**src/hw/rtl/xcs_pkg.sv**
```systemverilog
// ----------------------------------------------------------------------------
// XMODEM-CRC sender package
// Shared widths, protocol bytes, command codes and the CRC byte update.
// ----------------------------------------------------------------------------
package xcs_pkg;

  // Packet geometry.
  localparam int PACKET_BYTES = 128;
  localparam int PKT_AW       = $clog2(PACKET_BYTES);

  localparam logic [7:0] PKT_LEN    = 8'(PACKET_BYTES);
  localparam logic [7:0] HDR_LEN    = 8'd3;
  localparam logic [7:0] CRC_HI_IDX = 8'(PACKET_BYTES + 3);
  localparam logic [7:0] FRAME_LAST = 8'(PACKET_BYTES + 4);

  // Configuration port.
  localparam int CFG_AW = 1;
  localparam int CFG_DW = 16;
  localparam logic [CFG_AW-1:0] CFG_START_TIMEOUT = 1'b0;
  localparam logic [CFG_AW-1:0] CFG_ACK_TIMEOUT   = 1'b1;
  localparam logic [15:0] START_TIMEOUT_RESET = 16'd5000;
  localparam logic [15:0] ACK_TIMEOUT_RESET   = 16'd2000;

  // Request commands.
  localparam logic [2:0] CMD_IMAGE = 3'd0;
  localparam logic [2:0] CMD_RX    = 3'd1;
  localparam logic [2:0] CMD_TICK  = 3'd2;
  localparam logic [2:0] CMD_SLOT  = 3'd3;
  localparam logic [2:0] CMD_END   = 3'd4;

  // Link bytes.
  localparam logic [7:0] BYTE_SOH   = 8'h01;
  localparam logic [7:0] BYTE_EOT   = 8'h04;
  localparam logic [7:0] BYTE_ACK   = 8'h06;
  localparam logic [7:0] BYTE_NAK   = 8'h15;
  localparam logic [7:0] BYTE_PAD   = 8'h1A;
  localparam logic [7:0] BYTE_START = 8'h43;

  localparam logic [15:0] CRC_POLY = 16'h1021;
  localparam logic [15:0] TICK_MAX = 16'hFFFF;

  // One byte of CRC-16/XMODEM, MSB first.
  function automatic logic [15:0] crc_byte(input logic [15:0] crc_in,
                                           input logic [7:0]  b);
    logic [15:0] c;
    c = crc_in ^ {b, 8'h00};
    for (int n = 0; n < 8; n++) begin
      if (c[15]) begin
        c = {c[14:0], 1'b0} ^ CRC_POLY;
      end else begin
        c = {c[14:0], 1'b0};
      end
    end
    return c;
  endfunction

endpackage

```
**src/hw/rtl/xcs_if.sv**
```systemverilog
// ----------------------------------------------------------------------------
// XMODEM-CRC sender channels
// Valid/ready request channel and result channel with their payloads.
// ----------------------------------------------------------------------------
interface xcs_in_if import xcs_pkg::*; ();
  logic       valid;
  logic       ready;
  logic [2:0] command;
  logic [7:0] byte_value;

  modport source (output valid, command, byte_value, input ready);
  modport sink   (input valid, command, byte_value, output ready);
endinterface

interface xcs_out_if import xcs_pkg::*; ();
  logic        valid;
  logic        ready;
  logic        tx_valid;
  logic [7:0]  tx_byte;
  logic [2:0]  phase;
  logic        refused;
  logic [15:0] packets_sent;
  logic        done_res;

  modport source (output valid, tx_valid, tx_byte, phase, refused, packets_sent,
                  done_res, input ready);
  modport sink   (input valid, tx_valid, tx_byte, phase, refused, packets_sent,
                  done_res, output ready);
endinterface

```
**src/hw/rtl/xcs_ram.sv**
```systemverilog
// ----------------------------------------------------------------------------
// Generic simple dual-port RAM
// One write port and one read port with a registered read.
// ----------------------------------------------------------------------------
module xcs_ram #(
  parameter int WIDTH = 8,
  parameter int DEPTH = 128
) (
  input  logic                     clk,
  input  logic                     we,
  input  logic [$clog2(DEPTH)-1:0] waddr,
  input  logic [WIDTH-1:0]         wdata,
  input  logic [$clog2(DEPTH)-1:0] raddr,
  output logic [WIDTH-1:0]         rdata
);

  logic [WIDTH-1:0] mem [DEPTH];

  // Write and registered read.
  always_ff @(posedge clk) begin
    if (we) begin
      mem[waddr] <= wdata;
    end
    rdata <= mem[raddr];
  end

endmodule

```
**src/hw/rtl/xmodem_crc_sender_unit.sv**
```systemverilog
// ----------------------------------------------------------------------------
// XMODEM-CRC sender
// A result is registered, so it shows in the cycle after its request is accepted.
// Throughput: one request per cycle unless the result is held by the consumer; the
// buffer read uses the next send index, so each slot finds its data byte waiting.
// Reset: synchronous, active low; timeouts return to 5000 and 2000 ticks and
// the packet buffer is not cleared, since only bytes of the current fill are read.
// ----------------------------------------------------------------------------
module xmodem_crc_sender_unit import xcs_pkg::*; (
  input  logic              clk,
  input  logic              rst_n,
  xcs_in_if.sink            in_ch,
  xcs_out_if.source         out_ch,
  input  logic              cfg_we,
  input  logic [CFG_AW-1:0] cfg_addr,
  input  logic [CFG_DW-1:0] cfg_data
);

  typedef enum logic [2:0] {
    PH_WAIT_START   = 3'd0,
    PH_FILL         = 3'd1,
    PH_SEND         = 3'd2,
    PH_WAIT_ACK     = 3'd3,
    PH_SEND_EOT     = 3'd4,
    PH_WAIT_EOT_ACK = 3'd5,
    PH_DONE         = 3'd6
  } phase_t;

  phase_t      phase_r, phase_nxt;
  logic [7:0]  fill_r, fill_nxt;
  logic [7:0]  send_r, send_nxt;
  logic [7:0]  block_r, block_nxt;
  logic [15:0] crc_r, crc_nxt;
  logic [15:0] tick_r, tick_nxt;
  logic        ended_r, ended_nxt;
  logic [15:0] sent_r, sent_nxt;
  logic [15:0] start_to_r, ack_to_r;

  logic        out_valid_r;
  logic        tx_valid_r, refused_r, done_r;
  logic [7:0]  tx_byte_r;
  logic [2:0]  phase_out_r;
  logic [15:0] packets_r;

  logic        accept;
  logic        txv, refused;
  logic [7:0]  txb;
  logic        ram_we;
  logic [7:0]  ram_rdata;
  logic [7:0]  data_k, rd_k, data_byte;
  logic [15:0] tick_inc;

  // The output register is free or is being emptied this cycle.
  assign in_ch.ready = !out_valid_r || out_ch.ready;
  assign accept      = in_ch.valid && in_ch.ready;

  // Packet buffer: written during fill, read one slot ahead during send.
  assign rd_k = send_nxt - HDR_LEN;

  xcs_ram #(.WIDTH(8), .DEPTH(PACKET_BYTES)) u_buf (
    .clk   (clk),
    .we    (ram_we),
    .waddr (fill_r[PKT_AW-1:0]),
    .wdata (in_ch.byte_value),
    .raddr (rd_k[PKT_AW-1:0]),
    .rdata (ram_rdata)
  );

  // Data byte for the current slot, padded beyond the filled part.
  assign data_k    = send_r - HDR_LEN;
  assign data_byte = (data_k < fill_r) ? ram_rdata : BYTE_PAD;
  assign tick_inc  = (tick_r != TICK_MAX) ? tick_r + 16'd1 : tick_r;

  // Next state for one request.
  always_comb begin
    phase_nxt = phase_r;
    fill_nxt  = fill_r;
    send_nxt  = send_r;
    block_nxt = block_r;
    crc_nxt   = crc_r;
    tick_nxt  = tick_r;
    ended_nxt = ended_r;
    sent_nxt  = sent_r;
    ram_we    = 1'b0;
    txv       = 1'b0;
    txb       = 8'h00;
    refused   = 1'b0;
    if (accept) begin
      case (in_ch.command)
        CMD_IMAGE: begin
          if (phase_r != PH_FILL || fill_r >= PKT_LEN) begin
            refused = 1'b1;
          end else begin
            ram_we   = 1'b1;
            fill_nxt = fill_r + 8'd1;
            if (fill_nxt >= PKT_LEN) begin
              phase_nxt = PH_SEND;
              send_nxt  = 8'd0;
              crc_nxt   = 16'd0;
            end
          end
        end
        CMD_END: begin
          if (phase_r != PH_FILL) begin
            refused = 1'b1;
          end else begin
            ended_nxt = 1'b1;
            if (fill_r == 8'd0) begin
              phase_nxt = PH_SEND_EOT;
            end else begin
              phase_nxt = PH_SEND;
              send_nxt  = 8'd0;
              crc_nxt   = 16'd0;
            end
          end
        end
        CMD_RX: begin
          if (phase_r == PH_WAIT_START) begin
            if (in_ch.byte_value == BYTE_START) begin
              phase_nxt = PH_FILL;
            end
          end else if (phase_r == PH_WAIT_ACK) begin
            if (in_ch.byte_value == BYTE_ACK) begin
              block_nxt = block_r + 8'd1;
              sent_nxt  = (sent_r != TICK_MAX) ? sent_r + 16'd1 : sent_r;
              fill_nxt  = 8'd0;
              phase_nxt = ended_r ? PH_SEND_EOT : PH_FILL;
            end else if (in_ch.byte_value == BYTE_NAK) begin
              phase_nxt = PH_SEND;
              send_nxt  = 8'd0;
              crc_nxt   = 16'd0;
            end
          end else if (phase_r == PH_WAIT_EOT_ACK) begin
            if (in_ch.byte_value == BYTE_ACK) begin
              phase_nxt = PH_DONE;
            end else if (in_ch.byte_value == BYTE_NAK) begin
              phase_nxt = PH_SEND_EOT;
            end
          end
        end
        CMD_TICK: begin
          if (phase_r == PH_WAIT_START) begin
            tick_nxt = tick_inc;
            if (tick_inc >= start_to_r) begin
              phase_nxt = PH_FILL;
            end
          end else if (phase_r == PH_WAIT_ACK) begin
            tick_nxt = tick_inc;
            if (tick_inc >= ack_to_r) begin
              block_nxt = block_r + 8'd1;
              sent_nxt  = (sent_r != TICK_MAX) ? sent_r + 16'd1 : sent_r;
              fill_nxt  = 8'd0;
              phase_nxt = ended_r ? PH_SEND_EOT : PH_FILL;
            end
          end
        end
        CMD_SLOT: begin
          if (phase_r == PH_SEND) begin
            txv = 1'b1;
            if (send_r == 8'd0) begin
              txb = BYTE_SOH;
            end else if (send_r == 8'd1) begin
              txb = block_r;
            end else if (send_r == 8'd2) begin
              txb = ~block_r;
            end else if (send_r < CRC_HI_IDX) begin
              txb     = data_byte;
              crc_nxt = crc_byte(crc_r, data_byte);
            end else if (send_r == CRC_HI_IDX) begin
              txb = crc_r[15:8];
            end else begin
              txb = crc_r[7:0];
            end
            if (send_r >= FRAME_LAST) begin
              phase_nxt = PH_WAIT_ACK;
              tick_nxt  = 16'd0;
              send_nxt  = 8'd0;
            end else begin
              send_nxt = send_r + 8'd1;
            end
          end else if (phase_r == PH_SEND_EOT) begin
            txv       = 1'b1;
            txb       = BYTE_EOT;
            phase_nxt = PH_WAIT_EOT_ACK;
          end
        end
        default: begin
        end
      endcase
    end
  end

  // State, configuration and the result register.
  always_ff @(posedge clk) begin
    if (!rst_n) begin
      phase_r     <= PH_WAIT_START;
      fill_r      <= 8'd0;
      send_r      <= 8'd0;
      block_r     <= 8'd1;
      crc_r       <= 16'd0;
      tick_r      <= 16'd0;
      ended_r     <= 1'b0;
      sent_r      <= 16'd0;
      start_to_r  <= START_TIMEOUT_RESET;
      ack_to_r    <= ACK_TIMEOUT_RESET;
      out_valid_r <= 1'b0;
    end else begin
      phase_r <= phase_nxt;
      fill_r  <= fill_nxt;
      send_r  <= send_nxt;
      block_r <= block_nxt;
      crc_r   <= crc_nxt;
      tick_r  <= tick_nxt;
      ended_r <= ended_nxt;
      sent_r  <= sent_nxt;
      if (cfg_we) begin
        if (cfg_addr == CFG_START_TIMEOUT) begin
          start_to_r <= cfg_data;
        end else if (cfg_addr == CFG_ACK_TIMEOUT) begin
          ack_to_r <= cfg_data;
        end
      end
      if (accept) begin
        out_valid_r <= 1'b1;
      end else if (out_ch.ready) begin
        out_valid_r <= 1'b0;
      end
    end
    if (accept) begin
      tx_valid_r  <= txv;
      tx_byte_r   <= txb;
      phase_out_r <= phase_nxt;
      refused_r   <= refused;
      packets_r   <= sent_nxt;
      done_r      <= (phase_nxt == PH_DONE);
    end
  end

  assign out_ch.valid        = out_valid_r;
  assign out_ch.tx_valid     = tx_valid_r;
  assign out_ch.tx_byte      = tx_byte_r;
  assign out_ch.phase        = phase_out_r;
  assign out_ch.refused      = refused_r;
  assign out_ch.packets_sent = packets_r;
  assign out_ch.done_res     = done_r;

endmodule
```
**src/flat_wrapper.sv**
```systemverilog
// flat-port wrapper written by rule: the top's interface ports become plain ports
module xmodem_crc_sender_unit_flat import xcs_pkg::*;
  (clk, rst_n, cfg_we, cfg_addr, cfg_data, in_ch_valid, in_ch_command, in_ch_byte_value, in_ch_ready, out_ch_valid, out_ch_tx_valid, out_ch_tx_byte, out_ch_phase, out_ch_refused, out_ch_packets_sent, out_ch_done_res, out_ch_ready);
  xcs_in_if in_ch_i ();
  xcs_out_if out_ch_i ();
  input  logic clk;
  input  logic rst_n;
  input  logic cfg_we;
  input  logic [CFG_AW-1:0] cfg_addr;
  input  logic [CFG_DW-1:0] cfg_data;
  input wire logic [$bits(in_ch_i.valid)-1:0] in_ch_valid;
  input wire logic [$bits(in_ch_i.command)-1:0] in_ch_command;
  input wire logic [$bits(in_ch_i.byte_value)-1:0] in_ch_byte_value;
  output wire logic [$bits(in_ch_i.ready)-1:0] in_ch_ready;
  output wire logic [$bits(out_ch_i.valid)-1:0] out_ch_valid;
  output wire logic [$bits(out_ch_i.tx_valid)-1:0] out_ch_tx_valid;
  output wire logic [$bits(out_ch_i.tx_byte)-1:0] out_ch_tx_byte;
  output wire logic [$bits(out_ch_i.phase)-1:0] out_ch_phase;
  output wire logic [$bits(out_ch_i.refused)-1:0] out_ch_refused;
  output wire logic [$bits(out_ch_i.packets_sent)-1:0] out_ch_packets_sent;
  output wire logic [$bits(out_ch_i.done_res)-1:0] out_ch_done_res;
  input wire logic [$bits(out_ch_i.ready)-1:0] out_ch_ready;
  assign in_ch_i.valid = in_ch_valid;
  assign in_ch_i.command = in_ch_command;
  assign in_ch_i.byte_value = in_ch_byte_value;
  assign in_ch_ready = in_ch_i.ready;
  assign out_ch_valid = out_ch_i.valid;
  assign out_ch_tx_valid = out_ch_i.tx_valid;
  assign out_ch_tx_byte = out_ch_i.tx_byte;
  assign out_ch_phase = out_ch_i.phase;
  assign out_ch_refused = out_ch_i.refused;
  assign out_ch_packets_sent = out_ch_i.packets_sent;
  assign out_ch_done_res = out_ch_i.done_res;
  assign out_ch_i.ready = out_ch_ready;
  xmodem_crc_sender_unit u_core (.clk(clk), .rst_n(rst_n), .in_ch(in_ch_i), .out_ch(out_ch_i), .cfg_we(cfg_we), .cfg_addr(cfg_addr), .cfg_data(cfg_data));
endmodule
```
**config.mk**
```make
export PLATFORM = sky130hd
export DESIGN_NAME = xmodem_crc_sender_unit_flat
export DESIGN_NICKNAME = d
export VERILOG_FILES = /design/src/hw/rtl/xcs_pkg.sv /design/src/hw/rtl/xcs_if.sv /design/src/hw/rtl/xcs_ram.sv /design/src/hw/rtl/xmodem_crc_sender_unit.sv /design/src/flat_wrapper.sv
export SDC_FILE = /design/constraint.sdc
export NUM_CORES = 2
export LEC_CHECK = 0
export BUFFER_PORTS_ARGS = -buffer_cell sky130_fd_sc_hd__buf_4
export CORE_MARGIN = 2
export CORE_UTILIZATION = 50
export CTS_CLUSTER_DIAMETER = 200
export DETAILED_ROUTE_END_ITERATION = 8
export PLACE_DENSITY = 0.71
export RECOVER_POWER = 50
export SETUP_SLACK_MARGIN = 0.5
export SLEW_MARGIN = 10
export SYNTH_ARGS = -nofsm -noshare
export SYNTH_HDL_FRONTEND = slang
export SYNTH_SLANG_ARGS = --single-unit
```
**constraint.sdc**
```tcl
create_clock -name clk -period 5.1 [get_ports clk]
set_input_delay 1.02 -clock clk [delete_from_list [all_inputs] [get_ports clk]]
set_output_delay 1.02 -clock clk [all_outputs]
set_load 0.02 [all_outputs]
```
**Word-level counts from Yosys, hierarchy flattened**

Memories as Yosys holds them, arrays and structs flattened. A register that Yosys moved wholly into a read port is not among the register bits.
Cells that the tools add are included.

- Register bits after elaboration: 139
- Bits in writable memories: 1024
- Output and inout port bits: 32
- Word-level logic and storage cells: 256
- Memories: 1

- Add/subtract/negate cells: 7
- Order comparisons: 7
- Equal/unequal tests: 37
- Multiplexer cells: 155
- Bitwise gates (word level): 12
- Reduce and logical (&&, ||, !) cells: 20

Memories:

| name | depth | bits a word | rd ports | clocked after memory_dff | write ports | RTL line | RTL |
|---|---|---|---|---|---|---|---|
| u_core.u_buf.mem | 128 | 8 | 1 | 1 | 1 | xcs_ram.sv:17 | `logic [WIDTH-1:0] mem [DEPTH];` |

Operators with widths:

| operator | count |
|---|---|
| 16-bit two-way mux | 75 |
| 8-bit two-way mux | 31 |
| 13-bit two-way mux | 8 |
| 3-bit two-way mux | 22 |
| 16-bit case mux with 2 select lines | 2 |
| 16-bit case mux with 4 select lines | 1 |
| 16-bit by 1-bit adder with 16-bit output (second input constant) | 2 |
| 16-bit >= comparator | 2 |
| 16-bit != test (second input constant) | 2 |
| 8-bit case mux with 4 select lines | 1 |
| 8-bit by 1-bit adder with 8-bit output (second input constant) | 3 |
| 8-bit >= comparator (second input constant) | 3 |
| 3-bit inverter | 8 |
| 8-bit case mux with 3 select lines | 1 |
| 2-bit by 1-bit != test with 1-bit output (second input constant) | 9 |
| 2-bit != test (second input constant) | 9 |
| 8-bit zero test | 2 |
| 8-bit case mux with 2 select lines | 1 |
| 16-bit XOR | 1 |
| 3-bit case mux with 5 select lines | 1 |
| 15-bit AND reduction | 1 |
| 3-bit by 2-bit equality test with 1-bit output (second input constant) | 4 |
| 3-bit equality test (second input constant) | 4 |
| 1-bit two-way mux | 11 |
| other kinds (27) | 34 |

**Depth between registers and ports, before layout**

- Depth in word-level cells: 75
- Gate-level depth with buffers: 22
- Gate-level depth less buffers: 20

**By module**

From an unflattened synthesis, not the netlist that was laid out.

- Cell total of the unflattened synthesis: 2676
- Area, all modules: 48092.4 µm²

Modules (own cells, without submodules):

| module | instances | cells an instance | area each (µm²) | sequential area each (µm²) |
|---|---|---|---|---|
| xcs_ram | 1 | 1635 | 39670.5 | 30909.6 |
| xmodem_crc_sender_unit | 1 | 1041 | 8421.8 | 3083.0 |

**Least setup slack after synthesis**

No wires, ideal clock.

- Path type: input -> register
- Start: in in_ch_command[2]
- End: reg u_core.u_buf.rdata[0], read port of u_core.u_buf.mem
- Setup time: 0.131 ns
- Arrival time: 4.801 ns
- Required time: 4.969 ns
- Setup slack: 0.169 ns
- Stages: 21
- Buffers on the path: 7
- Cell sequence: buf_2 > nor2b_1 > o211ai_1 > a221o_1 > or2_1 > buf_2 > nand2b_4 > a21boi_2 > buf_6 > buf_6 > buf_4 > inv_1 > ha_1 > clkbuf_1 > nor3_1 > xor2_1 > nor2_1 > clkbuf_1 > nand3_1 > a31oi_1 > a211oi_1

- Longest elaborated chain between the ends: 4
- Elaborated cells on any way between the ends: 7

RTL lines:

| item | RTL line | RTL |
|---|---|---|
| from (decl) | flat_wrapper.sv:12 | `input wire logic [$bits(in_ch_i.command)-1:0] in_ch_command;` |
| 3-bit by 2-bit equality test with 1-bit output, or another cell as far along | xmodem_crc_sender_unit.sv:89 | `case (in_ch.command)` |
| 8-bit case mux with 4 select lines * | xmodem_crc_sender_unit.sv:89 |  |
| 8-bit two-way mux * | xmodem_crc_sender_unit.sv:88 | `if (accept) begin` |
| net u_core.send_nxt[0] | xmodem_crc_sender_unit.sv:31 | `logic [7:0] send_r, send_nxt;` |
| 7-bit by 2-bit subtractor with 7-bit output * | xmodem_crc_sender_unit.sv:58 | `assign rd_k = send_nxt - HDR_LEN;` |
| to (decl) | xcs_ram.sv:14 | `output logic [WIDTH-1:0] rdata` |

The timed path passes the listed nets; every way through them passes the cells marked *.
A chain may end at the register's enable or synchronous reset.

**Worst setup path in the final report**

- Start: reg u_core.tick_r[5]
- End: reg u_core.block_r[2]

- Longest elaborated chain between the ends: 5
- Elaborated cells on any way between the ends: 6

RTL lines:

| item | RTL line | RTL |
|---|---|---|
| from (decl) | xmodem_crc_sender_unit.sv:34 | `logic [15:0] tick_r, tick_nxt;` |
| from (signal assigned) | xmodem_crc_sender_unit.sv:213 | `tick_r <= tick_nxt;` |
| 16-bit by 1-bit adder with 16-bit output or 16-bit != test (tied branches) | xmodem_crc_sender_unit.sv:72 | `assign tick_inc = (tick_r != TICK_MAX) ? tick_r + 16'd1 : tick_r;` |
| 16-bit two-way mux * | xmodem_crc_sender_unit.sv:72 |  |
| 16-bit >= comparator * | xmodem_crc_sender_unit.sv:149 | `if (tick_inc >= ack_to_r) begin` |
| 2-bit by 1-bit != test with 1-bit output (no line) * | n/a |  |
| 8-bit AND reduction (no line) * | n/a |  |
| to (signal assigned) | xmodem_crc_sender_unit.sv:211 | `block_r <= block_nxt;` |
| to (decl) | xmodem_crc_sender_unit.sv:32 | `logic [7:0] block_r, block_nxt;` |

Mark *: on every way between the ends. The rest lies on a longest branch, timed or not.

==> reports/results.ini <==
[run_status]
status=finished with violations
violations=max-capacitance violations, max-slew violations

[clock_network]
clock_latency_ns=0.70
ctsHoldBuffers=0
cts_tree=done
cts_inserted_buffers=113
clockBufferDepth=3
clk_pin_slew_ns=0.07
cts_max_level=3
root_buffer=clkbuf_16
cts.sinks=1171

[timing]
drv_slew=596
max_freq_mhz=213
grt_setup_unrepaired=yes
setup_viol=0
period_needed_ns=4.70
fin_skew_ns=0.0323
fin_setup_tns_ns=0
fin_crit_sh_pct=92.2
worst_pin_slew_ns=3.07
maxSlewHeadroom_pct=-105
worst_slack_ns=0.399
hold_viol_final=0

[die]
initial_utilization_pct=50.4
dieHeight_um=313
io_pins=65
rows=113
fp.dieArea_um2=98200
coreArea_um2=95000
die_x_um=313

[power]
powerDensity_nw_per_um2=350
combinationalPowerShare_pct=2.3
internal_power_mw=15.2
p_leak_nw=17.8
swShare_pct=20.4
power_frac_clock_pct=42.9
p_switching_mw=3.90
seq_power_share_pct=54.9
vdd_drop_max_v=0.000300

[synth]
syn-num-nets=2939
netlist_instances=2857
syn_area_per_cell_um2=16.8
synth_flop_cell=edfxtp_1
syn_area_um2=47900
synth_enable_flop_cells=1054
ys_seq_area_share_pct=71.0
ys_seq_elements=1171
async_reset_ff_share_pct=0
yosys_warnings=0
ys_types=73

[grt]
grt_max_degree=131
grt_pass1_vias=27113
grt_pass1_wl_um=175000
grt_usage_pct=23.8
gr-total-overflow=0
antenna_found_initial=1

[placement]
gp_congestion=0.892
preCtsSetupSlack_ns=-0.421
dp_cells=4182
dpl_cell_area_um2=50700
dp_hpwl_um=73200
place.port_buffers=64

[layout]
layout_common_cells=1054 x edfxtp_1, 256 x mux4_2, 231 x nor2_1, 229 x nand2_1, 137 x buf_4
nNetsFinal=3133
n_antenna_cell=0
drive_above_1_share_pct=21.7
area_growth_pct=14.3
fin_cells=4410
final_common_cell=edfxtp_1
fin_util_pct=57.6
postLayoutCellArea_um2=54700

[critical_path]
endpoint_kind=register
critical_path.startpoint_type=register
r2r_cells=25
critPathLaunch=u_core.tick_r[5]$_SDFFE_PN0P_
worst_ep_required_time_ns=5.58
worst-path-max-fanout=7
r2r-end=u_core.block_r[2]$_SDFFE_PN0P_
arrival_ns=5.18
r2r_start=u_core.tick_r[5]$_SDFFE_PN0P_
crit_end=u_core.block_r[2]$_SDFFE_PN0P_
worstSetupPathType=register to register
reg2reg_slack_ns=0.40

[route]
drc_errors=0
routedWlPerCell_um=26.7
drtPass1Iterations=6
via_per_inst=6.18
wirelength_um=118000
vias=27252
detail-route-antenna-nets=0
drtIter0Drc=3291

[min_path]
worstHoldPathType=register to register

[flow_run]
maxCapViolCount=9

## cell type report
type                       instances  area, um^2
inverter                          52         195
clock buffer                     135        2910
sequential                      1171       34000
timing repair buffer             227        1860
multi-input combinational       1486       13400
clock inverter                    74         741
tap                             1265        1580
fill                            6957       40300
## critical path, cell delays in order, from the launching register on
cell      delay [ns]
dfxtp_4         0.36
and4_4          0.24
and4_4          0.25
nand3_4         0.10
nor2_4          0.11
and2_4          0.16
nand4_1         0.14
buf_6           0.18
nor2b_1         0.12
mux2i_1         0.20
ha_1            0.28
a21o_1          0.18
a211o_1         0.27
a211o_1         0.26
buf_4           0.15
a211oi_4        0.24
buf_6           0.15
nor4_4          0.04
buf_4           0.16
a311oi_4        0.20
buf_4           0.16
buf_6           0.13
buf_4           0.13
nor2b_1         0.05
xnor2_1         0.14
nor2_1          0.06
## flip-flops by register name (all words and copies together) (netlist names), 3 cells and up
register	cells
u_core.start_to_r	16
u_core.send_r	8
u_core.u_buf.mem	1024
u_core.phase_r	3
u_core.ack_to_r	16
u_core.tick_r	16
u_core.out_ch.packets_sent	16
u_core.fill_r	8
u_core.block_r	8
u_core.out_ch.phase	3
u_core.u_buf.rdata	8
u_core.crc_r	16
u_core.sent_r	16
u_core.out_ch.tx_byte	8
## metal layers
layer / vias up / GRT usage [%] / share of wire (%) / wire (um)
met5: - / 0 / 0.013 / 15
met1: 13902 / 33.6 / 40 / 47300
li1: 11669 / - / - / -
met3: 228 / 4.20 / 9.0 / 10600
met2: 1451 / 37.0 / 47 / 55000
met4: 2 / 9.75 / 4.0 / 4680
## how the worst min path moves through the flow
stage               cells after the start  slack [ns]                         startpoint                                 to
global placement                        2        0.45  u_core.start_to_r[1]$_SDFFE_PN0P_  u_core.start_to_r[1]$_SDFFE_PN0P_
detailed placement                      2        0.45    u_core.ack_to_r[1]$_SDFFE_PN0P_    u_core.ack_to_r[1]$_SDFFE_PN0P_
floorplan                               2        0.44   u_core.ack_to_r[11]$_SDFFE_PN0P_   u_core.ack_to_r[11]$_SDFFE_PN0P_
finish                                  2        0.46    u_core.ack_to_r[1]$_SDFFE_PN0P_    u_core.ack_to_r[1]$_SDFFE_PN0P_
global route                            2        0.48  u_core.start_to_r[5]$_SDFFE_PN0P_  u_core.start_to_r[5]$_SDFFE_PN0P_
CTS                                     2        0.46    u_core.ack_to_r[1]$_SDFFE_PN0P_    u_core.ack_to_r[1]$_SDFFE_PN0P_
## repair_timing
item / 4_1_cts / 5_1_grt
resized for setup: 32 / 62
setup endpoints to repair: 63 / 59
pin swaps: 4 / 30
setup buffers: 4 / 12
cloned: 2 / 1
## synth_stat cells (9+ instances only)
cell | n | area share (%)
edfxtp_1 | 1054 | 66
nor2b_1 | 12 | 0.16
buf_4 | 17 | 0.27
buf_6 | 12 | 0.28
a21oi_1 | 75 | 0.78
a211oi_1 | 21 | 0.33
a22oi_1 | 87 | 1.4
nor2_1 | 239 | 1.9
or3_1 | 10 | 0.13
o211ai_1 | 18 | 0.28
ha_1 | 49 | 1.3
mux4_2 | 256 | 12
nor3_1 | 25 | 0.26
nor4_1 | 9 | 0.12
a21o_1 | 19 | 0.30
inv_1 | 50 | 0.39
clkbuf_1 | 84 | 0.66
mux2i_1 | 15 | 0.31
xor2_1 | 31 | 0.57
nand2_1 | 232 | 1.8
nand4_1 | 30 | 0.39
a31oi_1 | 17 | 0.22
buf_2 | 28 | 0.29
and2_1 | 25 | 0.33
dfxtp_1 | 117 | 4.9
o21ai_0 | 46 | 0.48
nand2b_1 | 11 | 0.14
xnor2_1 | 39 | 0.71
nand3_1 | 112 | 1.2
## cell families (layout without fill, tap and decap cells)
logic type,count (synthesis),count (layout),share of synthesized area (%)
buf+inv,200,488,1.96
compound gates,338,338,4.74
simple gates,751,751,7.21
xor+xnor,70,70,1.28
fa+ha+maj,49,49,1.28
mux,278,278,12.5
flops,1171,1171,71.0
## power groups by stage
stage / clock (mW) / combinational (mW) / sequential, mW
after floorplan: 0 / 0.159 / 10.7
after global placement: 0 / 0.424 / 10.7
after detailed placement: 0 / 0.443 / 10.7
after CTS: 8.30 / 0.451 / 10.5
after global routing: 8.69 / 0.472 / 10.5
final: 8.20 / 0.437 / 10.5
## through the flow
stage,hold slack (ns),total power [mW]
final,0.456,19.1
after global routing,0.477,19.7
after CTS,0.459,19.2
after detailed placement,0.450,11.1
after global placement,0.448,11.1
after floorplan,0.436,10.9
No activity file was read; power rests on OpenSTA's default activity.
